$ cat config.mk
export PLATFORM = sky130hd
export DESIGN_NAME = nmea_gga_position_parser_core
export DESIGN_NICKNAME = d
export VERILOG_FILES = /design/src/nmea_gga_pkg.sv /design/src/nmea_gga_lexer.sv /design/src/nmea_gga_conv.sv /design/src/nmea_gga_position_parser_core.sv
export SDC_FILE = /design/constraint.sdc
export NUM_CORES = 2
export LEC_CHECK = 0
export BUFFER_PORTS_ARGS = -buffer_cell sky130_fd_sc_hd__buf_2
export CAP_MARGIN = 20
export CORE_MARGIN = 4
export CORE_UTILIZATION = 45
export DETAILED_ROUTE_END_ITERATION = 8
export SETUP_SLACK_MARGIN = 0.05
export SLEW_MARGIN = 0
export SYNTH_ARGS = -nofsm -noshare
export SYNTH_HDL_FRONTEND = slang
export SYNTH_HIERARCHICAL = 1
export SYNTH_SLANG_ARGS = --single-unit
export TNS_END_PERCENT = 20
$ cat constraint.sdc
create_clock -name clk_i -period 17.6 [get_ports clk_i]
set_input_delay 1.76 -clock clk_i [delete_from_list [all_inputs] [get_ports clk_i]]
set_output_delay 1.76 -clock clk_i [all_outputs]
set_load 0.01 [all_outputs]
$ cat src/nmea_gga_pkg.sv
// shared types, constants and helper functions for the nmea gga parser
// no dependencies
`timescale 1ns / 1ps
package nmea_gga_pkg;

  localparam int unsigned MaxLine = 96;

  localparam logic [7:0] ChCr    = 8'd13;
  localparam logic [7:0] ChLf    = 8'd10;
  localparam logic [7:0] ChComma = 8'd44;
  localparam logic [7:0] ChNorth = 8'd78;
  localparam logic [7:0] ChEast  = 8'd69;

  typedef enum logic [2:0] {
    KIND_GSV = 3'd0,
    KIND_RMC = 3'd1,
    KIND_GSA = 3'd2,
    KIND_GGA = 3'd3,
    KIND_GLL = 3'd4,
    KIND_VTG = 3'd5,
    KIND_TXT = 3'd6,
    KIND_UNK = 3'd7
  } kind_e;

  // one coordinate being assembled from its digits
  typedef struct packed {
    logic [9:0]  deg;
    logic [6:0]  min;
    logic [16:0] frac;
    logic        pos;
  } coord_t;

  typedef struct packed {
    logic  fire;
    kind_e kind;
  } line_evt_t;

  function automatic kind_e kind_of(input logic [23:0] letters);
    kind_e k;
    begin
      unique case (letters)
        24'h475356: k = KIND_GSV;
        24'h524D43: k = KIND_RMC;
        24'h475341: k = KIND_GSA;
        24'h474741: k = KIND_GGA;
        24'h474C4C: k = KIND_GLL;
        24'h565447: k = KIND_VTG;
        24'h545854: k = KIND_TXT;
        default:    k = KIND_UNK;
      endcase
      return k;
    end
  endfunction

  function automatic logic [3:0] digit_of(input logic [7:0] c);
    logic [3:0] d;
    begin
      d = (c >= 8'd48 && c <= 8'd57) ? 4'(c - 8'd48) : 4'd0;
      return d;
    end
  endfunction

  function automatic logic [16:0] frac_term(input logic [3:0] d, input logic [6:0] k);
    logic [16:0] t;
    begin
      unique case (k)
        7'd0:    t = 17'(d * 17'd10000);
        7'd1:    t = 17'(d * 17'd1000);
        7'd2:    t = 17'(d * 17'd100);
        7'd3:    t = 17'(d * 17'd10);
        7'd4:    t = 17'(d);
        default: t = '0;
      endcase
      return t;
    end
  endfunction

  // one character of a ddmm.mmmmm style number, dl degree digits
  function automatic coord_t coord_step(input coord_t s, input logic [7:0] c,
                                        input logic [6:0] p, input logic [6:0] dl);
    coord_t     r;
    logic [3:0] d;
    begin
      r = s;
      d = digit_of(c);
      if (p < dl) begin
        r.deg = 10'(s.deg * 10'd10 + 10'(d));
      end else if (p < 7'(dl + 7'd2)) begin
        r.min = 7'(s.min * 7'd10 + 7'(d));
      end else if (p > 7'(dl + 7'd2)) begin
        r.frac = 17'(s.frac + frac_term(d, 7'(p - dl - 7'd3)));
      end
      return r;
    end
  endfunction

endpackage

$ cat src/nmea_gga_lexer.sv
// line and field tracker: splits characters at commas and collects the coordinates
// depends on nmea_gga_pkg
`timescale 1ns / 1ps
module nmea_gga_lexer #(
  parameter int unsigned MaxLine = nmea_gga_pkg::MaxLine
) (
  input  logic                   clk_i,
  input  logic                   rst_ni,
  input  logic                   accept_i,
  input  logic [7:0]             rx_byte_i,
  output nmea_gga_pkg::line_evt_t evt_o,
  output nmea_gga_pkg::coord_t   lat_o,
  output nmea_gga_pkg::coord_t   lon_o
);
  import nmea_gga_pkg::*;

  logic        prev_cr_q, prev_cr_d;
  logic        ovf_q, ovf_d;
  logic [6:0]  len_q, len_d;
  logic [4:0]  fnum_q, fnum_d;
  logic [6:0]  fpos_q, fpos_d;
  logic [23:0] letters_q, letters_d;
  coord_t      lat_q, lat_d, lon_q, lon_d;

  logic        ovf_now;
  logic        line_end;
  logic [23:0] letters_fix;

  assign line_end    = (rx_byte_i == ChLf) && prev_cr_q;
  assign letters_fix = (fnum_q == 5'd0 && fpos_q != 7'd6) ? 24'd0 : letters_q;
  assign lat_o       = lat_q;
  assign lon_o       = lon_q;

  always_comb begin
    prev_cr_d  = prev_cr_q;
    ovf_d      = ovf_q;
    len_d      = len_q;
    fnum_d     = fnum_q;
    fpos_d     = fpos_q;
    letters_d  = letters_q;
    lat_d      = lat_q;
    lon_d      = lon_q;
    ovf_now    = ovf_q;
    evt_o.fire = 1'b0;
    evt_o.kind = kind_of(letters_fix);
    if (accept_i) begin
      if (len_q < 7'(MaxLine)) begin
        len_d = 7'(len_q + 7'd1);
      end else begin
        ovf_now = 1'b1;
      end
      if (line_end) begin
        evt_o.fire = !ovf_now;
        prev_cr_d  = 1'b0;
        ovf_d      = 1'b0;
        len_d      = '0;
        fnum_d     = '0;
        fpos_d     = '0;
        letters_d  = '0;
        lat_d      = '0;
        lon_d      = '0;
      end else begin
        ovf_d     = ovf_now;
        prev_cr_d = (rx_byte_i == ChCr);
        if (!ovf_now && rx_byte_i != ChCr) begin
          if (rx_byte_i == ChComma) begin
            if (fnum_q == 5'd0 && fpos_q != 7'd6) letters_d = '0;
            if (fnum_q < 5'd31) fnum_d = 5'(fnum_q + 5'd1);
            fpos_d = '0;
          end else begin
            unique case (fnum_q)
              5'd0: begin
                unique case (fpos_q)
                  7'd3:    letters_d = letters_q | {rx_byte_i, 16'd0};
                  7'd4:    letters_d = letters_q | {8'd0, rx_byte_i, 8'd0};
                  7'd5:    letters_d = letters_q | {16'd0, rx_byte_i};
                  default: letters_d = letters_q;
                endcase
              end
              5'd2: lat_d = coord_step(lat_q, rx_byte_i, fpos_q, 7'd2);
              5'd3: if (fpos_q == 7'd0) lat_d.pos = (rx_byte_i == ChNorth);
              5'd4: lon_d = coord_step(lon_q, rx_byte_i, fpos_q, 7'd3);
              5'd5: if (fpos_q == 7'd0) lon_d.pos = (rx_byte_i == ChEast);
              default: ;
            endcase
            if (fpos_q < 7'd127) fpos_d = 7'(fpos_q + 7'd1);
          end
        end
      end
    end
  end

  always_ff @(posedge clk_i or negedge rst_ni) begin
    if (!rst_ni) begin
      prev_cr_q <= 1'b0;
      ovf_q     <= 1'b0;
      len_q     <= '0;
      fnum_q    <= '0;
      fpos_q    <= '0;
      letters_q <= '0;
      lat_q     <= '0;
      lon_q     <= '0;
    end else begin
      prev_cr_q <= prev_cr_d;
      ovf_q     <= ovf_d;
      len_q     <= len_d;
      fnum_q    <= fnum_d;
      fpos_q    <= fpos_d;
      letters_q <= letters_d;
      lat_q     <= lat_d;
      lon_q     <= lon_d;
    end
  end

endmodule

$ cat src/nmea_gga_conv.sv
// three-stage conversion of degrees, minutes and fraction to signed 1e-7 degree
// depends on nmea_gga_pkg
`timescale 1ns / 1ps
module nmea_gga_conv (
  input  logic                 clk_i,
  input  logic [2:0]           load_i,
  input  nmea_gga_pkg::coord_t coord_i,
  output logic [34:0]          value_o
);
  import nmea_gga_pkg::*;

  localparam logic [31:0] Recip3 = 32'hAAAAAAAB;

  coord_t      snap_q;
  logic [23:0] mins_q, mins_d;
  logic [33:0] degp_q, degp_d, degp2_q;
  logic        pos_q, pos2_q;
  logic [23:0] quot_q, quot_d;
  logic [26:0] five_x;
  logic [58:0] prod;
  logic [34:0] mag;

  // minutes scaled to 1e-5 minute
  assign mins_d = 24'(snap_q.min * 24'd100000) + 24'(snap_q.frac);
  assign degp_d = 34'(snap_q.deg * 34'd10000000);
  // floor(x * 10 / 6) as floor(5x / 3) by reciprocal
  assign five_x = 27'({mins_q, 2'b00}) + 27'(mins_q);
  assign prod   = 59'(five_x) * 59'(Recip3);
  assign quot_d = prod[56:33];
  assign mag    = 35'(degp2_q) + 35'(quot_q);
  assign value_o = pos2_q ? mag : 35'(35'd0 - mag);

  always_ff @(posedge clk_i) begin
    if (load_i[0]) snap_q <= coord_i;
    if (load_i[1]) begin
      mins_q <= mins_d;
      degp_q <= degp_d;
      pos_q  <= snap_q.pos;
    end
    if (load_i[2]) begin
      quot_q  <= quot_d;
      degp2_q <= degp_q;
      pos2_q  <= pos_q;
    end
  end

endmodule

$ cat src/nmea_gga_position_parser_core.sv
// nmea gga parser top level: lexer, conversion pipeline and result register
// depends on nmea_gga_pkg, nmea_gga_lexer, nmea_gga_conv
//
//   channel  dir  tdata                                  tuser
//   s_axis   in   [7:0] rx_byte                          -
//   m_axis   out  [0] position_updated, [31:1] latitude  [2:0] sentence_kind
//                 [66:32] longitude, rest zero
//
// one character is taken every cycle while s_axis_tready is high; after the edge that
// takes its lf, a line result passes the snapshot, scale and divide-by-three registers
// of the converter and the add-into-result register, then shows on m_axis
// stages advance independently, so bubbles close up while the output stalls
// reset clears line state and the held position to zero
`timescale 1ns / 1ps
module nmea_gga_position_parser_core #(
  parameter int unsigned MaxLine = nmea_gga_pkg::MaxLine
) (
  input  logic        clk_i,
  input  logic        rst_ni,
  input  logic        s_axis_tvalid,
  output logic        s_axis_tready,
  input  logic [7:0]  s_axis_tdata,   // [7:0] rx_byte
  output logic        m_axis_tvalid,
  input  logic        m_axis_tready,
  output logic [71:0] m_axis_tdata,   // [0] position_updated, [31:1] latitude_e7,
                                      // [66:32] longitude_e7, [71:67] zero
  output logic [2:0]  m_axis_tuser    // [2:0] sentence_kind
);
  import nmea_gga_pkg::*;

  line_evt_t   evt;
  coord_t      lat_c, lon_c;
  logic        accept;
  logic [2:0]  v_q;
  logic        vo_q;
  kind_e       kind_q [3];
  logic        free1, free2, free3, free_o;
  logic        ld1, ld2, ld3, ld_o;
  logic [34:0] lat_val, lon_val;
  logic [30:0] lat_q;
  logic [34:0] lon_q;
  kind_e       kind_o_q;
  logic        upd_o_q;

  assign free_o = !vo_q || m_axis_tready;
  assign free3  = !v_q[2] || free_o;
  assign free2  = !v_q[1] || free3;
  assign free1  = !v_q[0] || free2;
  assign ld_o   = v_q[2] && free_o;
  assign ld3    = v_q[1] && free3;
  assign ld2    = v_q[0] && free2;
  assign s_axis_tready = free1;
  assign accept = s_axis_tvalid && s_axis_tready;
  assign ld1    = evt.fire;

  nmea_gga_lexer #(
    .MaxLine (MaxLine)
  ) u_lexer (
    .clk_i     (clk_i),
    .rst_ni    (rst_ni),
    .accept_i  (accept),
    .rx_byte_i (s_axis_tdata),
    .evt_o     (evt),
    .lat_o     (lat_c),
    .lon_o     (lon_c)
  );

  nmea_gga_conv u_conv_lat (
    .clk_i   (clk_i),
    .load_i  ({ld3, ld2, ld1}),
    .coord_i (lat_c),
    .value_o (lat_val)
  );

  nmea_gga_conv u_conv_lon (
    .clk_i   (clk_i),
    .load_i  ({ld3, ld2, ld1}),
    .coord_i (lon_c),
    .value_o (lon_val)
  );

  always_ff @(posedge clk_i or negedge rst_ni) begin
    if (!rst_ni) begin
      v_q  <= '0;
      vo_q <= 1'b0;
    end else begin
      if (free1) v_q[0] <= ld1;
      if (free2) v_q[1] <= v_q[0];
      if (free3) v_q[2] <= v_q[1];
      if (free_o) vo_q <= v_q[2];
    end
  end

  always_ff @(posedge clk_i) begin
    if (ld1) kind_q[0] <= evt.kind;
    if (ld2) kind_q[1] <= kind_q[0];
    if (ld3) kind_q[2] <= kind_q[1];
  end

  // the result register doubles as the held position
  always_ff @(posedge clk_i or negedge rst_ni) begin
    if (!rst_ni) begin
      lat_q    <= '0;
      lon_q    <= '0;
      kind_o_q <= KIND_UNK;
      upd_o_q  <= 1'b0;
    end else if (ld_o) begin
      kind_o_q <= kind_q[2];
      upd_o_q  <= (kind_q[2] == KIND_GGA);
      if (kind_q[2] == KIND_GGA) begin
        lat_q <= lat_val[30:0];
        lon_q <= lon_val;
      end
    end
  end

  assign m_axis_tvalid = vo_q;
  assign m_axis_tuser  = kind_o_q;
  assign m_axis_tdata  = {5'd0, lon_q, lat_q, upd_o_q};

  a_held_stable: assert property (@(posedge clk_i) disable iff (!rst_ni)
    !(ld_o && kind_q[2] == KIND_GGA) |=> ($stable(lat_q) && $stable(lon_q)))
    else $error("held position changed without a gga result");

  a_upd_kind: assert property (@(posedge clk_i) disable iff (!rst_ni)
    m_axis_tvalid |-> (upd_o_q == (kind_o_q == KIND_GGA)))
    else $error("update flag disagrees with sentence kind");

  a_no_lost: assert property (@(posedge clk_i) disable iff (!rst_ni)
    (vo_q && !m_axis_tready) |=> vo_q)
    else $error("stalled result dropped");

endmodule

; ---- After elaboration in Yosys (flattened, before gate mapping)
; Memories as Yosys holds them, arrays and structs flattened.
; Cells that the tools add are included.
[totals]
register_bits = 461
output_inout_bits = 77
ramBits = 9
word_cells = 252
n_memories = 1
[memory_table]
columns = name, depth, word_bits, rd, rd_ports_with_merged_regs, wr, line
row1 = kind_q, 3, 3, 3, 0, 3, nmea_gga_position_parser_core.sv:36  ; kind_e kind_q [3];
[op_classes]
bitwise = 3
n_mux = 72
eq_ne = 35
reduce_logical = 52
add_sub_neg = 22
magnitude_cmp = 11
mul = 14
[op_table]
columns = operator, n
row1 = $mux W17, 20
row2 = $mux W35, 7
row3 = $pmux W17 S5, 2
row4 = $eq A24 B23 Y1 const B, 7
row5 = $mux W24, 7
row6 = $mul A27 B32 Y57 const B, 2
row7 = $pmux W24 S3, 1
row8 = $mux W34, 2
row9 = $mux W7, 8
row10 = $add A26 B24 Y27, 2
row11 = $add A24 B17 Y24, 2
row12 = $mul A7 B12 Y19 const B, 2
row13 = $add A34 B24 Y35, 1
row14 = $eq A7 B2 Y1 const B, 5
row15 = $sub A1 B35 Y35 const A, 1
row16 = $add A17 B17 Y17, 2
row17 = $add A31 B24 Y31, 1
row18 = $mux W31, 1
row19 = $sub A1 B31 Y31 const A, 1
row20 = $reduce_bool A2 Y1, 15
row21 = $eq A7 B3 Y1 const B, 4
row22 = $sub A7 B2 Y7 const B, 4
row23 = $mul A10 B17 Y27 const B, 1
row24 = $mul A10 B17 Y24 const B, 1
row25 = 49 further kinds, 110

; ---- Depth between registers and ports, before layout
[logic_depth]
ltp_word = 21
mapped_depth = 38
mapped_depth_nobuf = 38

; ---- By module
; Netlist, hierarchy kept.
[by_module_without_submodules]
columns = mod, instances, cells_per_inst, area_each_um2, seq_area_each_um2
row1 = nmea_gga_conv (u_conv_lon), 1, 2083, 21139.0, 4174.0
row2 = nmea_gga_conv (u_conv_lat), 1, 2026, 20718.6, 4174.0
row3 = nmea_gga_lexer, 1, 1118, 9885.7, 2877.8
row4 = nmea_gga_position_parser_core, 1, 181, 3225.6, 2125.8

; ---- Worst setup path after synthesis
; No wires, ideal clock.
[synth_timing]
path_kind = input to register
from = input m_axis_tready
to = memory kind_q[0][6] (netlist bit), enable pin
path_slack_ns = 7.316
n_path_buf = 0
arrival_ns = 9.548
path_stages = 2
setup_time_ns = 0.736
path_cell_list = nor2b_4 > a21boi_0
[synth_rtl]
columns = element, line
row1 = start: declaration, nmea_gga_position_parser_core.sv:24  ; input logic m_axis_tready,
row2 = end: declaration, nmea_gga_position_parser_core.sv:36

; ---- Worst setup path in the final report
[layout_timing]
from = register u_conv_lat.mins_q[0]
to = register u_conv_lat.quot_q[20], data pin
[layout_via]
elab_chain_cells = 2
[layout_rtl]
columns = element, line
row1 = start: declaration, nmea_gga_conv.sv:15  ; logic [23:0] mins_q, mins_d;
row2 = start signal: assignment, nmea_gga_conv.sv:36  ; mins_q <= mins_d;
row3 = $add A26 B24 Y27, nmea_gga_conv.sv:27  ; assign five_x = 27'({mins_q, 2'b00}) + 27'(mins_q);
row4 = $mul A27 B32 Y57, nmea_gga_conv.sv:28  ; assign prod = 59'(five_x) * 59'(Recip3);
row5 = named net u_conv_lat.prod[53], nmea_gga_conv.sv:20  ; logic [58:0] prod;
row6 = end signal: assignment, nmea_gga_conv.sv:41  ; quot_q <= quot_d;
row7 = end: declaration, nmea_gga_conv.sv:18  ; logic [23:0] quot_q, quot_d;
; The timed path passes the listed nets, and every way through them passes these cells.
; A chain may end at the register's enable or synchronous reset.

==> summary.md <==
| Metric | Value |
|---|---|
| Critical path origin | `u_conv_lat/mins_q[0]` |
| R2R setup slack | `approximately 7.4 ns` |
| Hold_buf cts | `0` |
| Outcome | `complete, no violations` |
| Mapped Cells | `between 5000 and 6000` |
| Share of the cycle needed by the critical path after routing | `0.582` |
| Period minus WS final | `approximately 10 ns` |
| Worst Hold Class | `flop to flop` |
| Pleak | `about 29 nW` |
| Largest net degree at the start of global routing | `~110` |
| Worst EP arrival | `approximately 11 ns` |
| WHS Path Cells | `0` |
| Root Driver | `clkbuf_16` |
| H-tree depth | `2` |
| Clock sink count | `470` |
| Initial antenna violation count | `2` |
| Slew HR | `0.312` |
| Reg2Reg Depth | `36` |
| Final HPWL DP | `97700 um` |
| Vias in the first global route | `between 30000 and 40000` |
| Clk_skew | `roughly 0.040 ns` |
| Max-cap violations | `0` |
| Fin. Hold Viols | `0` |
| RR Endpoint | `u_conv_lat/quot_q[20]` |
| Die ar. | `about 130000 sq um` |
| Setup TNS after final layout | `0 ns` |
| Slowest stage delay, CP | `0.74 ns` |
| Residual DRC | `0` |
| TritonCTS clock tree | `built` |
| Die Wd | `about 360 um` |
| Chip Height | `about 360 um` |
| Yosys warns | `6` |
| Beginning of the worst hold path | `kind_q[0][3]` |
| Dpl ws | `7.28 ns` |
| Syn avg cell area | `slightly above 10 sq um` |
| Setup Buffers After CTS | `0` |
| Gpl congestion | `about 0.90` |
| R2R Path Start | `u_conv_lat/mins_q[0]` |
| First-pass GRT wire length | `around 190000 um` |
| CP Launch Type | `flop` |
| Cell area after synthesis | `54500 sq um` |
| Area grow syn2layout | `7.68%` |
| Worst path required time | `~18 ns` |
| Setup crit end kind | `flop` |
| RSZ-0062 raised after global routing | `no` |
| IO Count | `89` |
| Number of fill cells | `11141` |
| Clock slew at reported path FFs | `around 0.060 ns` |
| Total wire length | `around 120000 um` |
| Layout Nets | `6876` |
| Layout cells sized above 1 | `0.0646` |
| Starting Density | `0.454` |
| Worst Path Max Fanout | `4` |
| Routed via count | `36749` |
| Setup violations, final | `0` |
| Post-route antenna net violation count | `0` |
| Overflow after GRT | `0` |
| Clock Latency Late Sink | `0.67 ns` |
| Setup Crit Path Kind | `flop to flop` |
| Finished layout cell area | `around 59000 sq um` |
| Vias per inst | `between 5 and 6` |
| # rows | `~130` |
| CP most frequent cell | `fa_1` |
| 1st-iter DRT viols | `between 1500 and 2000` |
| Worst Hold End | `kind_q[0][6]` |
| PD cells | `47.1 nW/um^2` |
| Clock buffer count from CTS | `between 50 and 60` |
| Placed cell area | `approximately 57000 sq um` |
| Crit path max-delay cell type | `fa_1` |
| Worst vdd ir | `~0.065 mV` |
| Post-cts sizing count | `0` |
| Slew @ Worst Pin | `approximately 1.0 ns` |
| Total track usage | `0.189` |
| WHS | `about 0.42 ns` |
| Number of port buffers | `83` |
| Slew Limit Fails | `0` |
| Clk buf depth | `3` |
| Setup WS post-layout | `about 7.4 ns` |
| DR pass1 iterations | `5` |
| Max Fclk | `0.0976 GHz` |
| Drt wl/cell | `around 17 um` |
| Layout Utilization | `0.489` |
| Core Area | `~120000 sq um` |
-- area by class of cell --
type	instances	area [sq um]	share of cell area
inverters	1043	3920	0.0668
clock inverters	35	422	0.00719
well taps	1612	2020	0.0344
multi-input cells	3775	37000	0.632
repair buffers	101	573	0.00977
flip-flops and latches	470	13200	0.225
diodes	1	2.50	0.0000427
clock buffers	71	1510	0.0257
-- flip-flops by register name (all words and copies together) (netlist names), 3 cells and up --
signal              count
lon_q                  35
u_conv_lat/snap_q      35
u_conv_lon/snap_q      35
u_lexer/lat_o          35
u_lexer/lon_o          35
lat_q                  31
u_conv_lon/degp2_q     27
u_conv_lon/degp_q      27
u_conv_lat/degp2_q     24
u_conv_lat/degp_q      24
u_conv_lat/mins_q      24
u_conv_lat/quot_q      24
u_conv_lon/mins_q      24
u_conv_lon/quot_q      24
u_lexer/letters_q      24
kind_q                  9
u_lexer/fpos_q          7
u_lexer/len_q           7
u_lexer/fnum_q          5
m_axis_tuser            3
v_q                     3
-- worst max path at each step --
stage	end	cells after the start
2_1_floorplan	kind_q[0][6]	2
3_3_place_gp	u_conv_lat/quot_q[20]	36
3_5_place_dp	u_conv_lat/quot_q[20]	36
4_1_cts	u_conv_lat/quot_q[20]	36
5_1_grt	u_conv_lat/quot_q[20]	36
6_report	u_conv_lat/quot_q[20]	36
-- cell usage in the layout, fill, tap and decap left out, types with 38 or more instances in the layout --
master and count:
dfrtp_1 186, xor2_1 135, buf_2 82, o21bai_1 39, nand3_1 78, xnor2_1 250
nor2_1 241, o31ai_1 47, and3_1 41, nand2_1 248, a31oi_1 44, a211oi_1 38
mux2_2 45, ha_1 911, fa_1 506, o21ai_0 129, o21ai_1 43, edfxtp_1 281
clkbuf_16 56, inv_1 1041, o21a_1 40, a21oi_1 250, nor3_1 67, a21o_1 105
-- power breakdown --
group	internal (mW)	switching (mW)	total, mW	leakage (nW)
clock	0.713	0.492	1.21	0.935
combinational	0.115	0.179	0.293	23.1
sequential	1.21	0.0562	1.26	5.14
-- stage by stage --
stage	power (mW)	cells
after floorplan	1.50	5360
final	2.76	7108
after CTS	2.80	7105
after detailed placement	1.57	6999
after global routing	2.89	7107
after global placement	1.57	6999
-- critical path: cells and delay by family (launching register included) --
family	cells	cell delay [ns]
adder cells (fa/ha/maj)	10	4.57
AO/OA/AOI/OAI	18	4.05
flip-flops	1	0.44
buffers and inverters	4	0.40
AND/OR/NAND/NOR	3	0.33
XOR/XNOR	1	0.20
-- per-layer routing --
layer  up-vias  wire length (um)  GRT usage
met5         -                26          0
met4         4              3530     0.0530
met3       161              4550     0.0234
met2       574             52300      0.299
met1     17671             57100      0.272
li1      18339                 -          -
No activity file was read; power rests on OpenSTA's default activity.
